File: src/hw/rtl/icps_pkg.sv
// ============================================================================
// Idle connection pool stack package
// Shared widths, default parameter values, opcodes and the command bundle
// that the controller drives into the datapath.
// ============================================================================
package icps_pkg;

  // Fixed widths of the request and response fields.
  localparam int OPCODE_BITS  = 2;
  localparam int CONN_ID_BITS = 16;
  localparam int CAP_BITS     = 5;

  // Defaults for the top-level parameters.
  localparam int POOL_DEPTH_DEF = 16;
  localparam int ID_BITS_DEF    = 16;

  // Capacity after reset.
  localparam logic [CAP_BITS-1:0] CAP_RESET = CAP_BITS'(1);

  typedef enum logic [OPCODE_BITS-1:0] {
    OP_ACQUIRE = 2'd0,
    OP_RELEASE = 2'd1,
    OP_CLOSE   = 2'd2
  } opcode_t;

  // Commands from the controller to the datapath.
  typedef struct packed {
    logic capture;  // register the accepted request
    logic lookup;   // compare the cell row and pick out the oldest entry
    logic apply;    // update the cell row and load the output register
  } ctrl_cmd_t;

endpackage

File: src/hw/rtl/icps_if.sv
// ============================================================================
// Idle connection pool stack channels
// Valid/ready channels for requests into the pool and responses out of it.
// ============================================================================
interface icps_req_if import icps_pkg::*; ();
  logic                    valid;
  logic                    ready;
  logic [OPCODE_BITS-1:0]  opcode;
  logic [CONN_ID_BITS-1:0] conn_id;
  logic                    has_connection;
  logic                    failed;

  modport source (output valid, opcode, conn_id, has_connection, failed, input ready);
  modport sink   (input valid, opcode, conn_id, has_connection, failed, output ready);
endinterface

interface icps_rsp_if import icps_pkg::*; ();
  logic                    valid;
  logic                    ready;
  logic                    granted;
  logic [CONN_ID_BITS-1:0] grant_id;
  logic                    close_req;
  logic [CONN_ID_BITS-1:0] close_id;
  logic                    unknown;

  modport source (output valid, granted, grant_id, close_req, close_id, unknown, input ready);
  modport sink   (input valid, granted, grant_id, close_req, close_id, unknown, output ready);
endinterface

File: src/hw/rtl/icps_ctrl.sv
// ============================================================================
// Idle connection pool stack controller
// Steps each request through capture, lookup and apply, and owns the
// response valid flag.
// ============================================================================
module icps_ctrl import icps_pkg::*; (
  input  logic      clk,
  input  logic      rst,
  input  logic      in_valid,
  output logic      in_ready,
  output logic      out_valid,
  input  logic      out_ready,
  output ctrl_cmd_t cmd
);

  typedef enum logic [2:0] {
    S_IDLE   = 3'b001,
    S_LOOKUP = 3'b010,
    S_APPLY  = 3'b100
  } state_t;

  state_t state;
  state_t state_next;
  logic   out_valid_next;

  assign in_ready = (state == S_IDLE);

  always_comb begin
    cmd.capture = in_valid && in_ready;
    cmd.lookup  = (state == S_LOOKUP);
    // The apply step waits while the previous response is still unclaimed.
    cmd.apply   = (state == S_APPLY) && (!out_valid || out_ready);
  end

  always_comb begin
    state_next = state;
    unique case (state)
      S_IDLE: begin
        if (cmd.capture) state_next = S_LOOKUP;
      end
      S_LOOKUP: begin
        state_next = S_APPLY;
      end
      S_APPLY: begin
        if (cmd.apply) state_next = S_IDLE;
      end
      default: begin
        state_next = S_IDLE;
      end
    endcase
  end

  always_comb begin
    out_valid_next = out_valid;
    if (cmd.apply) begin
      out_valid_next = 1'b1;
    end else if (out_ready) begin
      out_valid_next = 1'b0;
    end
  end

  always_ff @(posedge clk) begin
    if (rst) begin
      state     <= S_IDLE;
      out_valid <= 1'b0;
    end else begin
      state     <= state_next;
      out_valid <= out_valid_next;
    end
  end

endmodule

File: src/hw/rtl/icps_dp.sv
// ============================================================================
// Idle connection pool stack datapath
// A row of handle cells with per-cell compare, plus the capacity register,
// fill count and response register.
// ============================================================================
module icps_dp import icps_pkg::*; #(
  parameter int POOL_DEPTH = POOL_DEPTH_DEF,
  parameter int ID_BITS    = ID_BITS_DEF
) (
  input  logic                    clk,
  input  logic                    rst,
  input  ctrl_cmd_t               cmd,
  input  logic [OPCODE_BITS-1:0]  opcode,
  input  logic [CONN_ID_BITS-1:0] conn_id,
  input  logic                    has_connection,
  input  logic                    failed,
  input  logic                    cfg_we,
  input  logic [CAP_BITS-1:0]     cfg_wdata,
  output logic                    granted,
  output logic [CONN_ID_BITS-1:0] grant_id,
  output logic                    close_req,
  output logic [CONN_ID_BITS-1:0] close_id,
  output logic                    unknown
);

  localparam int CntBits  = $clog2(POOL_DEPTH + 1);
  localparam int CmpBits  = (CntBits > CAP_BITS) ? CntBits : CAP_BITS;
  localparam int CopyBits = (ID_BITS < CONN_ID_BITS) ? ID_BITS : CONN_ID_BITS;

  // Log-depth prefix OR: bit j is set when any bit at or below j is set.
  function automatic logic [POOL_DEPTH-1:0] prefix_or(input logic [POOL_DEPTH-1:0] v);
    logic [POOL_DEPTH-1:0] r;
    r = v;
    for (int s = 1; s < POOL_DEPTH; s = s * 2) begin
      r = r | (r << s);
    end
    return r;
  endfunction

  logic [CAP_BITS-1:0] capacity;
  logic [CntBits-1:0]  count;
  logic [CntBits-1:0]  count_next;
  logic [ID_BITS-1:0]  row    [POOL_DEPTH];
  logic [ID_BITS-1:0]  prev_e [POOL_DEPTH];
  logic [ID_BITS-1:0]  next_e [POOL_DEPTH];

  // Captured request.
  logic [OPCODE_BITS-1:0] op_q;
  logic [ID_BITS-1:0]     id_q;
  logic                   pool_ok_q;

  // Lookup results.
  logic [POOL_DEPTH-1:0] valid;
  logic [POOL_DEPTH-1:0] last;
  logic [POOL_DEPTH-1:0] hit;
  logic [POOL_DEPTH-1:0] hit_q;
  logic [ID_BITS-1:0]    tail;
  logic [ID_BITS-1:0]    tail_q;
  logic [CmpBits-1:0]    cap_ext;
  logic [CmpBits-1:0]    cap_eff;
  logic                  full;
  logic                  full_q;

  // Apply step.
  logic [POOL_DEPTH-1:0]   thr;
  logic                    found;
  logic                    shift_back;
  logic [POOL_DEPTH-1:0]   fwd_mask;
  logic                    granted_next;
  logic [CONN_ID_BITS-1:0] grant_id_next;
  logic                    close_req_next;
  logic [CONN_ID_BITS-1:0] close_id_next;
  logic                    unknown_next;

  always_ff @(posedge clk) begin
    if (rst) begin
      capacity <= CAP_RESET;
    end else if (cfg_we) begin
      capacity <= cfg_wdata;
    end
  end

  always_ff @(posedge clk) begin
    if (rst) begin
      count <= '0;
    end else if (cmd.apply) begin
      count <= count_next;
    end
  end

  always_ff @(posedge clk) begin
    if (cmd.capture) begin
      op_q      <= opcode;
      id_q      <= ID_BITS'(conn_id[CopyBits-1:0]);
      pool_ok_q <= has_connection && !failed;
    end
  end

  // Occupied cells form a thermometer below the count; the oldest handle sits
  // in the last occupied cell.
  always_comb begin
    for (int j = 0; j < POOL_DEPTH; j++) begin
      valid[j] = (CntBits'(j) < count);
    end
    last = valid & ~(valid >> 1);
    tail = '0;
    for (int j = 0; j < POOL_DEPTH; j++) begin
      hit[j] = valid[j] && (row[j] == id_q);
      tail   = tail | (row[j] & {ID_BITS{last[j]}});
    end
  end

  // A capacity of zero acts as one, and one above the depth as the depth.
  always_comb begin
    cap_ext = CmpBits'(capacity);
    if (cap_ext == '0) begin
      cap_eff = CmpBits'(1);
    end else if (cap_ext > CmpBits'(POOL_DEPTH)) begin
      cap_eff = CmpBits'(POOL_DEPTH);
    end else begin
      cap_eff = cap_ext;
    end
    full = (CmpBits'(count) >= cap_eff) && (count != '0);
  end

  always_ff @(posedge clk) begin
    if (cmd.lookup) begin
      hit_q  <= hit;
      tail_q <= tail;
      full_q <= full;
    end
  end

  always_comb begin
    thr            = prefix_or(hit_q);
    found          = |hit_q;
    shift_back     = 1'b0;
    fwd_mask       = '0;
    count_next     = count;
    granted_next   = 1'b0;
    grant_id_next  = '0;
    close_req_next = 1'b0;
    close_id_next  = '0;
    unknown_next   = 1'b0;
    case (opcode_t'(op_q))
      OP_ACQUIRE: begin
        if (count != '0) begin
          granted_next  = 1'b1;
          grant_id_next = CONN_ID_BITS'(row[0][CopyBits-1:0]);
          fwd_mask      = '1;
          count_next    = count - CntBits'(1);
        end
      end
      OP_RELEASE: begin
        if (pool_ok_q) begin
          shift_back = 1'b1;
          if (full_q) begin
            // Evict the oldest handle; the count stays where it is.
            close_req_next = 1'b1;
            close_id_next  = CONN_ID_BITS'(tail_q[CopyBits-1:0]);
          end else begin
            count_next = count + CntBits'(1);
          end
        end
      end
      OP_CLOSE: begin
        close_req_next = 1'b1;
        close_id_next  = CONN_ID_BITS'(id_q[CopyBits-1:0]);
        unknown_next   = !found;
        if (found) begin
          // Cells from the most recent match onwards close up the gap.
          fwd_mask   = thr;
          count_next = count - CntBits'(1);
        end
      end
      default: begin
      end
    endcase
  end

  for (genvar j = 0; j < POOL_DEPTH; j++) begin : g_cell
    if (j == 0) begin : g_first
      assign prev_e[j] = id_q;
    end else begin : g_inner_prev
      assign prev_e[j] = row[j-1];
    end
    if (j == POOL_DEPTH - 1) begin : g_last
      assign next_e[j] = row[j];
    end else begin : g_inner_next
      assign next_e[j] = row[j+1];
    end

    always_ff @(posedge clk) begin
      if (cmd.apply) begin
        if (shift_back) begin
          row[j] <= prev_e[j];
        end else if (fwd_mask[j]) begin
          row[j] <= next_e[j];
        end
      end
    end
  end

  always_ff @(posedge clk) begin
    if (cmd.apply) begin
      granted   <= granted_next;
      grant_id  <= grant_id_next;
      close_req <= close_req_next;
      close_id  <= close_id_next;
      unknown   <= unknown_next;
    end
  end

endmodule

File: src/hw/rtl/idle_connection_pool_stack_unit.sv
// A request accepted into the capture registers goes through lookup and then
// apply, which loads the output register once any earlier response is taken.
// The controller takes no new request until the current one has finished the
// lookup and apply steps of the shared cell row. Reset (synchronous, rst high)
// empties the pool, sets capacity to one and drops the response valid; handle
// cells keep their contents and need no pass.
// ============================================================================
// Idle connection pool stack
// A bounded stack of idle connection handles ordered from most to least
// recently released, with acquire, release with eviction, and close notices.
// ============================================================================
module idle_connection_pool_stack_unit import icps_pkg::*; #(
  parameter int POOL_DEPTH = POOL_DEPTH_DEF,
  parameter int ID_BITS    = ID_BITS_DEF
) (
  input  logic                clk,
  input  logic                rst,
  icps_req_if.sink            req,
  icps_rsp_if.source          rsp,
  input  logic                cfg_we,
  input  logic [CAP_BITS-1:0] cfg_wdata
);

  // Commands from the controller. The controller takes a request only when
  // it is idle, then steps through lookup, in which every cell compares its
  // handle against the request and the oldest occupied cell is picked out,
  // and apply, in which the row shifts and the response is loaded. The apply
  // step holds off while an earlier response is still waiting, so the output
  // register separates the two channels and a new request can be taken while
  // a response waits to be collected.
  ctrl_cmd_t cmd;

  icps_ctrl u_ctrl (
    .clk       (clk),
    .rst       (rst),
    .in_valid  (req.valid),
    .in_ready  (req.ready),
    .out_valid (rsp.valid),
    .out_ready (rsp.ready),
    .cmd       (cmd)
  );

  // The datapath holds the capacity register, the fill count and the row of
  // handle cells. Cell zero holds the most recently released handle. A
  // release that pools its handle shifts the whole row back by one and writes
  // the new handle in front; when the pool is at capacity the oldest handle,
  // captured during lookup, is reported for closing and the count is unchanged.
  // An acquire and a matched close notice shift cells forward from the removed place.
  icps_dp #(
    .POOL_DEPTH (POOL_DEPTH),
    .ID_BITS    (ID_BITS)
  ) u_dp (
    .clk            (clk),
    .rst            (rst),
    .cmd            (cmd),
    .opcode         (req.opcode),
    .conn_id        (req.conn_id),
    .has_connection (req.has_connection),
    .failed         (req.failed),
    .cfg_we         (cfg_we),
    .cfg_wdata      (cfg_wdata),
    .granted        (rsp.granted),
    .grant_id       (rsp.grant_id),
    .close_req      (rsp.close_req),
    .close_id       (rsp.close_id),
    .unknown        (rsp.unknown)
  );

endmodule

File: src/flat_wrapper.sv
// flat-port wrapper written by rule: the top's interface ports become plain ports
module idle_connection_pool_stack_unit_flat import icps_pkg::*;
#(
  parameter int POOL_DEPTH = POOL_DEPTH_DEF,
  parameter int ID_BITS    = ID_BITS_DEF
)
  (clk, rst, cfg_we, cfg_wdata, req_valid, req_opcode, req_conn_id, req_has_connection, req_failed, req_ready, rsp_valid, rsp_granted, rsp_grant_id, rsp_close_req, rsp_close_id, rsp_unknown, rsp_ready);
  icps_req_if req_i ();
  icps_rsp_if rsp_i ();
  input  logic clk;
  input  logic rst;
  input  logic cfg_we;
  input  logic [CAP_BITS-1:0] cfg_wdata;
  input wire logic [$bits(req_i.valid)-1:0] req_valid;
  input wire logic [$bits(req_i.opcode)-1:0] req_opcode;
  input wire logic [$bits(req_i.conn_id)-1:0] req_conn_id;
  input wire logic [$bits(req_i.has_connection)-1:0] req_has_connection;
  input wire logic [$bits(req_i.failed)-1:0] req_failed;
  output wire logic [$bits(req_i.ready)-1:0] req_ready;
  output wire logic [$bits(rsp_i.valid)-1:0] rsp_valid;
  output wire logic [$bits(rsp_i.granted)-1:0] rsp_granted;
  output wire logic [$bits(rsp_i.grant_id)-1:0] rsp_grant_id;
  output wire logic [$bits(rsp_i.close_req)-1:0] rsp_close_req;
  output wire logic [$bits(rsp_i.close_id)-1:0] rsp_close_id;
  output wire logic [$bits(rsp_i.unknown)-1:0] rsp_unknown;
  input wire logic [$bits(rsp_i.ready)-1:0] rsp_ready;
  assign req_i.valid = req_valid;
  assign req_i.opcode = req_opcode;
  assign req_i.conn_id = req_conn_id;
  assign req_i.has_connection = req_has_connection;
  assign req_i.failed = req_failed;
  assign req_ready = req_i.ready;
  assign rsp_valid = rsp_i.valid;
  assign rsp_granted = rsp_i.granted;
  assign rsp_grant_id = rsp_i.grant_id;
  assign rsp_close_req = rsp_i.close_req;
  assign rsp_close_id = rsp_i.close_id;
  assign rsp_unknown = rsp_i.unknown;
  assign rsp_i.ready = rsp_ready;
  idle_connection_pool_stack_unit #(.POOL_DEPTH(POOL_DEPTH), .ID_BITS(ID_BITS)) u_core (.clk(clk), .rst(rst), .req(req_i), .rsp(rsp_i), .cfg_we(cfg_we), .cfg_wdata(cfg_wdata));
endmodule
File: config.mk
export PLATFORM = sky130hd
export DESIGN_NAME = idle_connection_pool_stack_unit_flat
export DESIGN_NICKNAME = d
export VERILOG_FILES = /design/src/hw/rtl/icps_pkg.sv /design/src/hw/rtl/icps_if.sv /design/src/hw/rtl/icps_ctrl.sv /design/src/hw/rtl/icps_dp.sv /design/src/hw/rtl/idle_connection_pool_stack_unit.sv /design/src/flat_wrapper.sv
export SDC_FILE = /design/constraint.sdc
export NUM_CORES = 1
export LEC_CHECK = 0
export ABC_CLOCK_PERIOD_IN_PS = 3200
export CORE_MARGIN = 1
export CORE_UTILIZATION = 58
export CTS_CLUSTER_DIAMETER = 150
export CTS_CLUSTER_SIZE = 8
export DETAILED_ROUTE_END_ITERATION = 6
export DONT_BUFFER_PORTS = 1
export PLACE_DENSITY = 0.8
export SLEW_MARGIN = 20
export SYNTH_ARGS = -nofsm -noshare
export SYNTH_HDL_FRONTEND = slang
export SYNTH_SLANG_ARGS = --single-unit
export TNS_END_PERCENT = 50
File: constraint.sdc
create_clock -name clk -period 3.2 [get_ports clk]
set_input_delay 0.64 -clock clk [delete_from_list [all_inputs] [get_ports clk]]
set_output_delay 0.64 -clock clk [all_outputs]
set_load 0.01 [all_outputs]
# Yosys cells after proc, flatten, opt, wreduce, memory -nomap -nowiden
# Memories as Yosys holds them, arrays and structs flattened.
# Cells that the tools add are included.
dict set report word_totals {
  ff_bits 101
  output_inout_bits 37
  n_memories 1
  ramBits 256
  word_cells 256
}
dict set report classes {
  eq_ne 27
  magnitude_cmp 18
  n_bitwise 53
  addsub 2
  n_reduce_logical 33
  n_mux 107
}
# memory words word_bits rd rd_clocked_by_memory_dff wr line_no
set mem_list {}
lappend mem_list {u_core.u_dp.row 16 16 16 0 16 icps_dp.sv:43} ;# logic [ID_BITS-1:0] row [POOL_DEPTH];
# cell count
set op_table {}
lappend op_table {{$mux W16} 20}
lappend op_table {{$or A16 B16 Y16} 19}
lappend op_table {{$and A16 B16 Y16} 17}
lappend op_table {{$eq A16 B16 Y1} 16}
lappend op_table {{$mux W1} 74}
lappend op_table {{$pmux W16 S2} 2}
lappend op_table {{$lt A4 B5 Y1 const A} 8}
lappend op_table {{$mux W5} 6}
lappend op_table {{$logic_and A1 B1 Y1} 20}
lappend op_table {{$lt A3 B5 Y1 const A} 4}
lappend op_table {{$not A15 Y16} 1}
lappend op_table {{$or A1 B1 Y1} 16}
lappend op_table {{$reduce_or A16 Y1} 1}
lappend op_table {{$pmux W5 S3} 1}
lappend op_table {{$lt A1 B5 Y1 const A} 2}
lappend op_table {{$lt A2 B5 Y1 const A} 2}
lappend op_table {{$pmux W3 S3} 1}
lappend op_table {{$ne A2 B2 Y1 const B} 4}
lappend op_table {{$mux W3} 2}
lappend op_table {{$reduce_and A6 Y1} 1}
lappend op_table {{$add A5 B1 Y5 const B} 1}
lappend op_table {{$ge A5 B5 Y1} 1}
lappend op_table {{$gt A5 B5 Y1 const B} 1}
lappend op_table {{$logic_not A5 Y1} 1}
lappend op_table {{15 further kinds} 19}

# Logic depth before layout (Yosys ltp)
# Gate-level depths: netlist (run 1).
dict set report logic_depth {
  depth_word 19
  ltp_mapped 11
}

# Hierarchy
# From an unflattened synthesis (run 1), not the netlist that was laid out.
dict set report hier_totals {
  cells_unflattened 1484
  hier_area_um2 19618.8
}
# mod cells_per_inst seq_area_each_um2 area_per_inst_um2 instances
set by_module_without_submodules {}
lappend by_module_without_submodules {icps_dp 1461 10500.1 19421.1 1}
lappend by_module_without_submodules {icps_ctrl 23 80.1 197.7 1}

# Worst setup path after synthesis (run 1)
# Ideal clock, no wire load.
dict set report synth_timing {
  kind {register to register}
  startpoint {reg u_core.u_dp.op_q[0]}
  endpoint {mem u_core.u_dp.row[0][64] (netlist bit) (enable)}
  setup_time_ns 0.411
  slack_ns 0.064
  arrival_ns 2.725
  required_time_ns 2.789
  stages_incl_launch_ff 8
  cell_sequence {edfxtp_1 inv_1 ha_1 clkbuf_1 clkbuf_1 clkbuf_1 nand2_1 o21ai_0}
}
# element line_no
set synth_rtl {}
lappend synth_rtl {{from (decl)} icps_dp.sv:48} ;# logic [OPCODE_BITS-1:0] op_q;
lappend synth_rtl {{from (signal assigned)} icps_dp.sv:93} ;# op_q <= opcode;
lappend synth_rtl {{to (decl)} icps_dp.sv:43}

# Final worst setup path (run 1)
dict set report layout_timing {
  startpoint {reg u_core.u_dp.count[4]}
  endpoint {reg u_core.u_dp.tail_q[8], data pin}
}
dict set report layout_between {
  elab_chain_len 19
  word_cells_on_any_way 49
}
# element line_no
set layout_lines {}
lappend layout_lines {{from (decl)} icps_dp.sv:41} ;# logic [CntBits-1:0] count;
lappend layout_lines {{from (signal assigned)} icps_dp.sv:87} ;# count <= count_next;
lappend layout_lines {{$lt A1 B5 Y1 / $lt A2 B5 Y1 (equally long branches)} icps_dp.sv:103} ;# valid[j] = (CntBits'(j) < count);
lappend layout_lines {{$not A15 Y16} icps_dp.sv:105} ;# last = valid & ~(valid >> 1);
lappend layout_lines {{$and A16 B16 Y16 (*)} icps_dp.sv:105}
lappend layout_lines {{$and A16 B16 Y16} icps_dp.sv:109} ;# tail = tail | (row[j] & {ID_BITS{last[j]}});
lappend layout_lines {{$or A16 B16 Y16 (14 in a row)} icps_dp.sv:109}
lappend layout_lines {{$or A16 B16 Y16 (*)} icps_dp.sv:109}
lappend layout_lines {{named net u_core.u_dp.tail[8]} icps_dp.sv:57} ;# logic [ID_BITS-1:0] tail;
lappend layout_lines {{to (signal assigned)} icps_dp.sv:129} ;# tail_q <= tail;
lappend layout_lines {{to (decl)} icps_dp.sv:58} ;# logic [ID_BITS-1:0] tail_q;
# Mark *: on every way through the listed nets, which the timed path passes. The rest lies on a longest branch.
# A chain may end at the register's enable or synchronous reset.

==> impl_metrics.ini, run 1 <==
[run_status]
outcome = finished clean

[synth]
syn_inst = 1479
ys.flop_type = edfxtp_1
synthMostInstantiatedCell = edfxtp_1
ys_ff_latch = 357
postSynthNetCount = 1521
yosys.area_share.simple = 0.0920
synth_edf_count = 343
synthTopCellsByArea = edfxtp_1, mux2_2, xor2_1
syn_area_mm2 = 0.0200
synth_warnings = 0
avgSynthCellArea_um2 = 13.6
synthMuxAreaShare = 0.153
async_flop_share = 0
synth_top_cells_by_count = edfxtp_1, xor2_1, xnor2_1
synth_top_family_by_area = multiplexers
synth_top_area_frac = 0.514
synth_top_area_cell = edfxtp_1
synthAdderAreaFrac = 0.00749
synth_xor_area_frac = 0.113
synth_compound_area_frac = 0.0759
ys_seq_area_frac = 0.528
synth_cell_types = 67

[global_routing]
grt_usage = 0.452
grt_max_degree = 40
grt_pass1_vias = 14100
overflow = 0
antenna_found_initial = 4
grt_pass1_wl_um = 110000

[sta]
setup_violations = 0
rsz0062_at_grt = false
final_max_slew_viol_count = 0
final.setup_skew_ps = 26.1
post-route-period-util = 0.940
layout_min_cycle_time_ps = 3010
fmax_mhz = 332
fin_setup_tns_ps = 0
relSlewSlack = 0.261
hold_viol_final = 0
setup_slack_ps = 191
worstMarginPinSlew_ps = 1110

[cells_and_area]
layout-drive-gt1-share = 0.248
nNetsFinal = 1571
seq_area_mm2 = 0.0106
stdcell_count = 1992
syn_to_final_growth_pct = 10.9
final_core_util = 0.658
design_area_mm2 = 0.0222
nFillCells = 2455
multi_input_area_mm2 = 0.00890

[worst_setup_path]
crit_type = register to register
critPathLaunch = u_core.u_dp.count[4]
critical_path.endpoint_type = register
ff2ff_path_depth = 7
path_max_fanout = 12
reg2reg_from = u_core.u_dp.count[4]
critPathArrivalTime_ps = 3320
startpoint_type = register
r2r_setup_slack_ps = 190
required_ps = 3510
r2r_end = u_core.u_dp.tail_q[8]

[cts]
postCtsHoldBufs = 0
clkLatencyLatePin_ps = 600
tritoncts = yes
htree_levels = 2
cts_buffers = 50
cts_root_buffer = clkbuf_16
postCtsResizedCells = 0
clkTransAtPathRegs_ps = 60
post_cts_buffers = 0
clock_tree.buffer_depth = 3
clock-sinks = 357

[pwr]
power_density_mw_per_mm2 = 475
swShare = 0.222
switchingPower_w = 0.00234
p_clk_frac = 0.463
pwr-share-comb = 0.047
power.leakage_nw = 7.50
seqPwrFrac = 0.490
peakVddDrop_mv = 0.593
intPower_w = 0.00821

[placement]
place_congestion = 1.02
dp_hpwl_um = 57800
place_area_mm2 = 0.0209
dp_cells = 1925
io_buffers = 0
pre_cts_ws_ps = 278

[floorplan]
initial_core_util = 0.593
die_area_mm2 = 0.0353
core_mm2 = 0.0338
die_w_um = 188
num_rows = 67
die_h_um = 188
io_pins = 67

[routing]
routed_wirelength_um = 79300
drt_pass1_iterations = 6
drtIter0Drc = 2388
via_per_inst = 7.44
route.vias.total = 14800
post-route-drc-count = 0
wl_per_cell_um = 39.8
ant_nets = 0

[min_path]
worstHoldPathCells = 1
whs_endpoint = u_core.u_ctrl.state[1]
worstHoldPathType = input port to register
hp-start = rst

[flow_run]
max_cap_viol_count = 0
-- cells in the final DEF (no fill, tap or decap), types with 4 or more instances in the layout --
master,count
a21oi_4,8
nor4_1,40
clkbuf_1,10
nand2_2,6
nand3_1,20
mux2i_1,6
a221oi_1,9
nand4_1,48
buf_12,4
mux2_1,47
xnor2_1,117
inv_1,9
a22oi_1,76
a211o_1,6
dfxtp_1,14
o21ai_1,7
and3_1,36
nor2_1,20
o31ai_1,4
edfxtp_1,343
a21oi_1,20
nor2b_1,24
clkbuf_16,53
a31oi_2,5
or4_1,8
a2111oi_0,9
a222oi_1,8
mux2_4,80
buf_4,90
xor2_1,141
nor3_1,12
nand2_1,34
o21ai_0,9
ha_1,12
and2_1,26
mux2_2,113
a22o_1,16
-- power groups by stage --
stage                     Clock [W]  Sequential (W)  Combinational, W
after floorplan                   0         0.00520          0.000349
after global placement            0         0.00526          0.000469
after detailed placement          0         0.00526          0.000479
after CTS                   0.00487         0.00517          0.000483
after global routing        0.00505         0.00517          0.000522
final                       0.00488         0.00517          0.000499
-- final cells by class --
| class | count | share of cell area |
|---|---|---|
| diodes | 3 | 0.000338 |
| clock buffers | 63 | 0.0614 |
| clock inverters | 1 | 0.000225 |
| inverters | 11 | 0.00253 |
| multi-input cells | 1015 | 0.400 |
| flip-flops and latches | 357 | 0.476 |
| well taps | 448 | 0.0252 |
| repair buffers | 94 | 0.0340 |
-- cell families (layout without fill, tap and decap cells) --
logic type,Yosys count,in the layout
AOI/OAI and AO/OA,193,193
xor gates and xnor gates,258,258
adders and majority gates,12,12
buffers and inverters,107,169
DFF,357,357
muxes,246,246
other,0,3
and+or+nand+nor,306,306
-- worst max-delay path by stage --
stage                                   endpoint  slack (ps)  cells past startpoint
after floorplan           u_core.u_dp.row[0][64]          60                      7
final                      u_core.u_dp.tail_q[8]         190                      7
after global routing       u_core.u_dp.tail_q[8]         140                      7
after CTS                  u_core.u_dp.tail_q[8]         290                      7
after detailed placement   u_core.u_dp.tail_q[8]         280                      7
after global placement     u_core.u_dp.tail_q[8]         270                      7
-- per-layer routing --
metal	vias up	track usage	wire, um
li1	5749	-	-
met1	7389	0.614	29500
met2	1375	0.645	33200
met3	300	0.133	11300
met4	0	0.260	5310
met5	-	0	0
-- critical path: stages (launching register included) --
cell	delay (ps)
dfxtp_1	680
nor3_4	50
buf_4	200
and3b_1	410
a2111oi_0	910
buf_4	240
and3_1	150
nand4_1	100
-- sequential cells by signal (all words and copies together), names as in the netlist, 2 cells and up --
name / cells
u_core.u_dp.hit_q: 16
u_core.u_dp.row: 256
u_core.u_dp.cap_ext: 5
u_core.u_dp.grant_id: 16
u_core.u_dp.tail_q: 16
u_core.u_dp.close_id: 16
u_core.u_dp.id_q: 16
u_core.u_ctrl.state: 3
u_core.u_dp.count: 5
u_core.u_dp.op_q: 2
-- stage by stage --
step	hold WS, ps	total power, W
2_1_floorplan	445	0.00555
3_3_place_gp	460	0.00573
3_5_place_dp	499	0.00574
4_1_cts	102	0.0105
5_1_grt	119	0.0107
6_report	124	0.0106
Note: power is estimated with default switching activity, not from simulation.
==> run 2: changes to the inputs <==
Settings changed: GPL_TIMING_DRIVEN from default to 0.
==> run 2 against run 1 <==
Die area did not move. Power barely moved. Hold slack got worse by 9.3 ps. The run now ends with setup timing left. Global-route usage rose by 1.2 points. Wire length rose by 3.2%.
==> impl_metrics.ini, run 2 (same netlist as run 1, synthesis figures left out) <==
[worst_setup_path]
critPathArrivalTime_ps = 3840
ff2ff_path_depth = 6
r2r_end = u_core.u_dp.hit_q[14]
reg2reg_from = u_core.u_dp.id_q[3]
r2r_setup_slack_ps = -280
startpoint_type = register
crit_type = register to register
required_ps = 3560
critical_path.endpoint_type = register
path_max_fanout = 10

[pwr]
power.leakage_nw = 7.43
peakVddDrop_mv = 0.481
power_density_mw_per_mm2 = 473
p_total_w = 0.0106

[floorplan]
io_pins = 67
die_area_mm2 = 0.0353
initial_core_util = 0.593
core_mm2 = 0.0338
die_w_um = 188
die_h_um = 188
num_rows = 67

[cells_and_area]
design_area_mm2 = 0.0223
syn_to_final_growth_pct = 11.5
mostFrequentLayoutCell = edfxtp_1
mostFrequentLayoutCells = edfxtp_1, xor2_1, xnor2_1, mux2_2, mux2_4
nNetsFinal = 1578
layout-drive-gt1-share = 0.243
largest_reg_flops = 256
nFillCells = 2425
top_register = u_core.u_dp.row

[cts]
cts_root_buffer = clkbuf_16
htree_levels = 2
clock_tree.buffer_depth = 3
clock-sinks = 357
tritoncts = yes
clkTransAtPathRegs_ps = 50
cts_buffers = 50
clkLatencyLatePin_ps = 600

[routing]
wl_per_cell_um = 41.0
post-route-drc-count = 0
route.vias.total = 14900
ant_nets = 0
via_per_inst = 7.45
routed_wirelength_um = 81900
drtIter0Drc = 2467
drt_pass1_iterations = 7

[min_path]
worstHoldPathCells = 1
worstHoldPathType = input port to register
whs_endpoint = u_core.u_dp.count[3]
hp-start = rst

[global_routing]
overflow = 0
grt_usage = 0.464
grt_pass1_vias = 14400
antenna_found_initial = 6
grt_max_degree = 40
grt_pass1_wl_um = 112000

[sta]
worstMarginPinSlew_ps = 1110
hold_viol_final = 0
rsz0062_at_grt = true
fmax_mhz = 288
post-route-period-util = 1.09
setup_slack_ps = -276
layout_min_cycle_time_ps = 3480
final.setup_skew_ps = 14.1
setup_violations = 126
final_max_slew_viol_count = 0
relSlewSlack = 0.258

[placement]
dp_hpwl_um = 59800
place_congestion = 1.04
io_buffers = 0
place_area_mm2 = 0.0208

[run_status]
violations = setup timing
outcome = finished with violations

[flow_run]
max_cap_viol_count = 0
-- run 2: cell types whose count changed in the layout (fill, tap and decap cells not counted), moves of 4 or more --
| cell | previous run | this run |
|---|---|---|
| buf_4 | 90 | 7 |
| clkbuf_1 | 10 | 42 |
| clkbuf_2 | 0 | 21 |
| buf_2 | 0 | 13 |
| buf_6 | 0 | 8 |
| buf_12 | 4 | 10 |
| a2111oi_0 | 9 | 4 |
| a22oi_1 | 76 | 71 |
| a22oi_2 | 0 | 5 |
| clkdlybuf4s15_2 | 0 | 4 |
-- run 2: report_power, final --
group | internal (W) | switching (W)
Sequential | 0.00510 | 0.0000245
Clock | 0.00282 | 0.00204
Combinational | 0.000177 | 0.000402
-- run 2: cell type report --
cell class | count | area (um^2) | share of cell area
antenna | 5 | 12.5 | 0.000560
tap | 448 | 561 | 0.0251
buffer | 93 | 643 | 0.0288
clock buffer | 59 | 1310 | 0.0585
clock inverter | 3 | 37.5 | 0.00168
inverter | 11 | 56.3 | 0.00252
sequential | 357 | 10600 | 0.474
multi-input combinational | 1015 | 9050 | 0.405
timing repair buffer | 8 | 101 | 0.00454
-- run 2: critical path, stage by stage, from the launching register on --
cell and delay, ps:
edfxtp_1 310, clkbuf_1 810, clkbuf_2 600, xor2_1 210, nor4_1 770, o21ai_0 200, nor4_1 330
-- run 2: routing by layer --
metal  vias up  track usage  part of all wire
met5         -            0                 0
met4         0        0.300             0.080
met3       333        0.153              0.14
met2      1420        0.675              0.42
met1      7374        0.594              0.36
li1       5763            -                 -
-- run 2: stage by stage --
stage / hold WS (ps) / setup TNS (ps) / setup WS, ps / instances / utilization
final: 115 / -18450 / -276 / 1999 / 0.661
after global routing: 108 / -28540 / -321 / 1995 / 0.661
after CTS: 107 / -12560 / -211 / 1994 / 0.660
after detailed placement: 485 / -36460 / -775 / 1933 / 0.616
after global placement: 461 / -142930 / -1910 / 1927 / 0.610
after floorplan: 445 / 0 / 63.6 / 1479 / -
-- run 2: worst max path at each step --
stage | startpoint | end | slack (ps)
6_report | u_core.u_dp.id_q[3] | u_core.u_dp.hit_q[14] | -280
5_1_grt | u_core.u_dp.count[3] | u_core.u_dp.row[0][103] | -320
4_1_cts | u_core.u_dp.count[3] | u_core.u_dp.row[0][101] | -210
3_5_place_dp | u_core.u_dp.count[3] | u_core.u_dp.tail_q[7] | -780
3_3_place_gp | u_core.u_dp.op_q[0] | u_core.u_dp.row[0][71] | -1910
2_1_floorplan | u_core.u_dp.op_q[0] | u_core.u_dp.row[0][64] | 60
-- run 2: timing repair --
item | 4_1_cts | 5_1_grt
gates resized for setup | 44 | 15
endpoints found under the hold margin | 0 | 0
hold buffers | 0 | 0
setup endpoints to repair | 169 | 160
pin swaps | 3 | 2
buffers inserted | 2 | 0
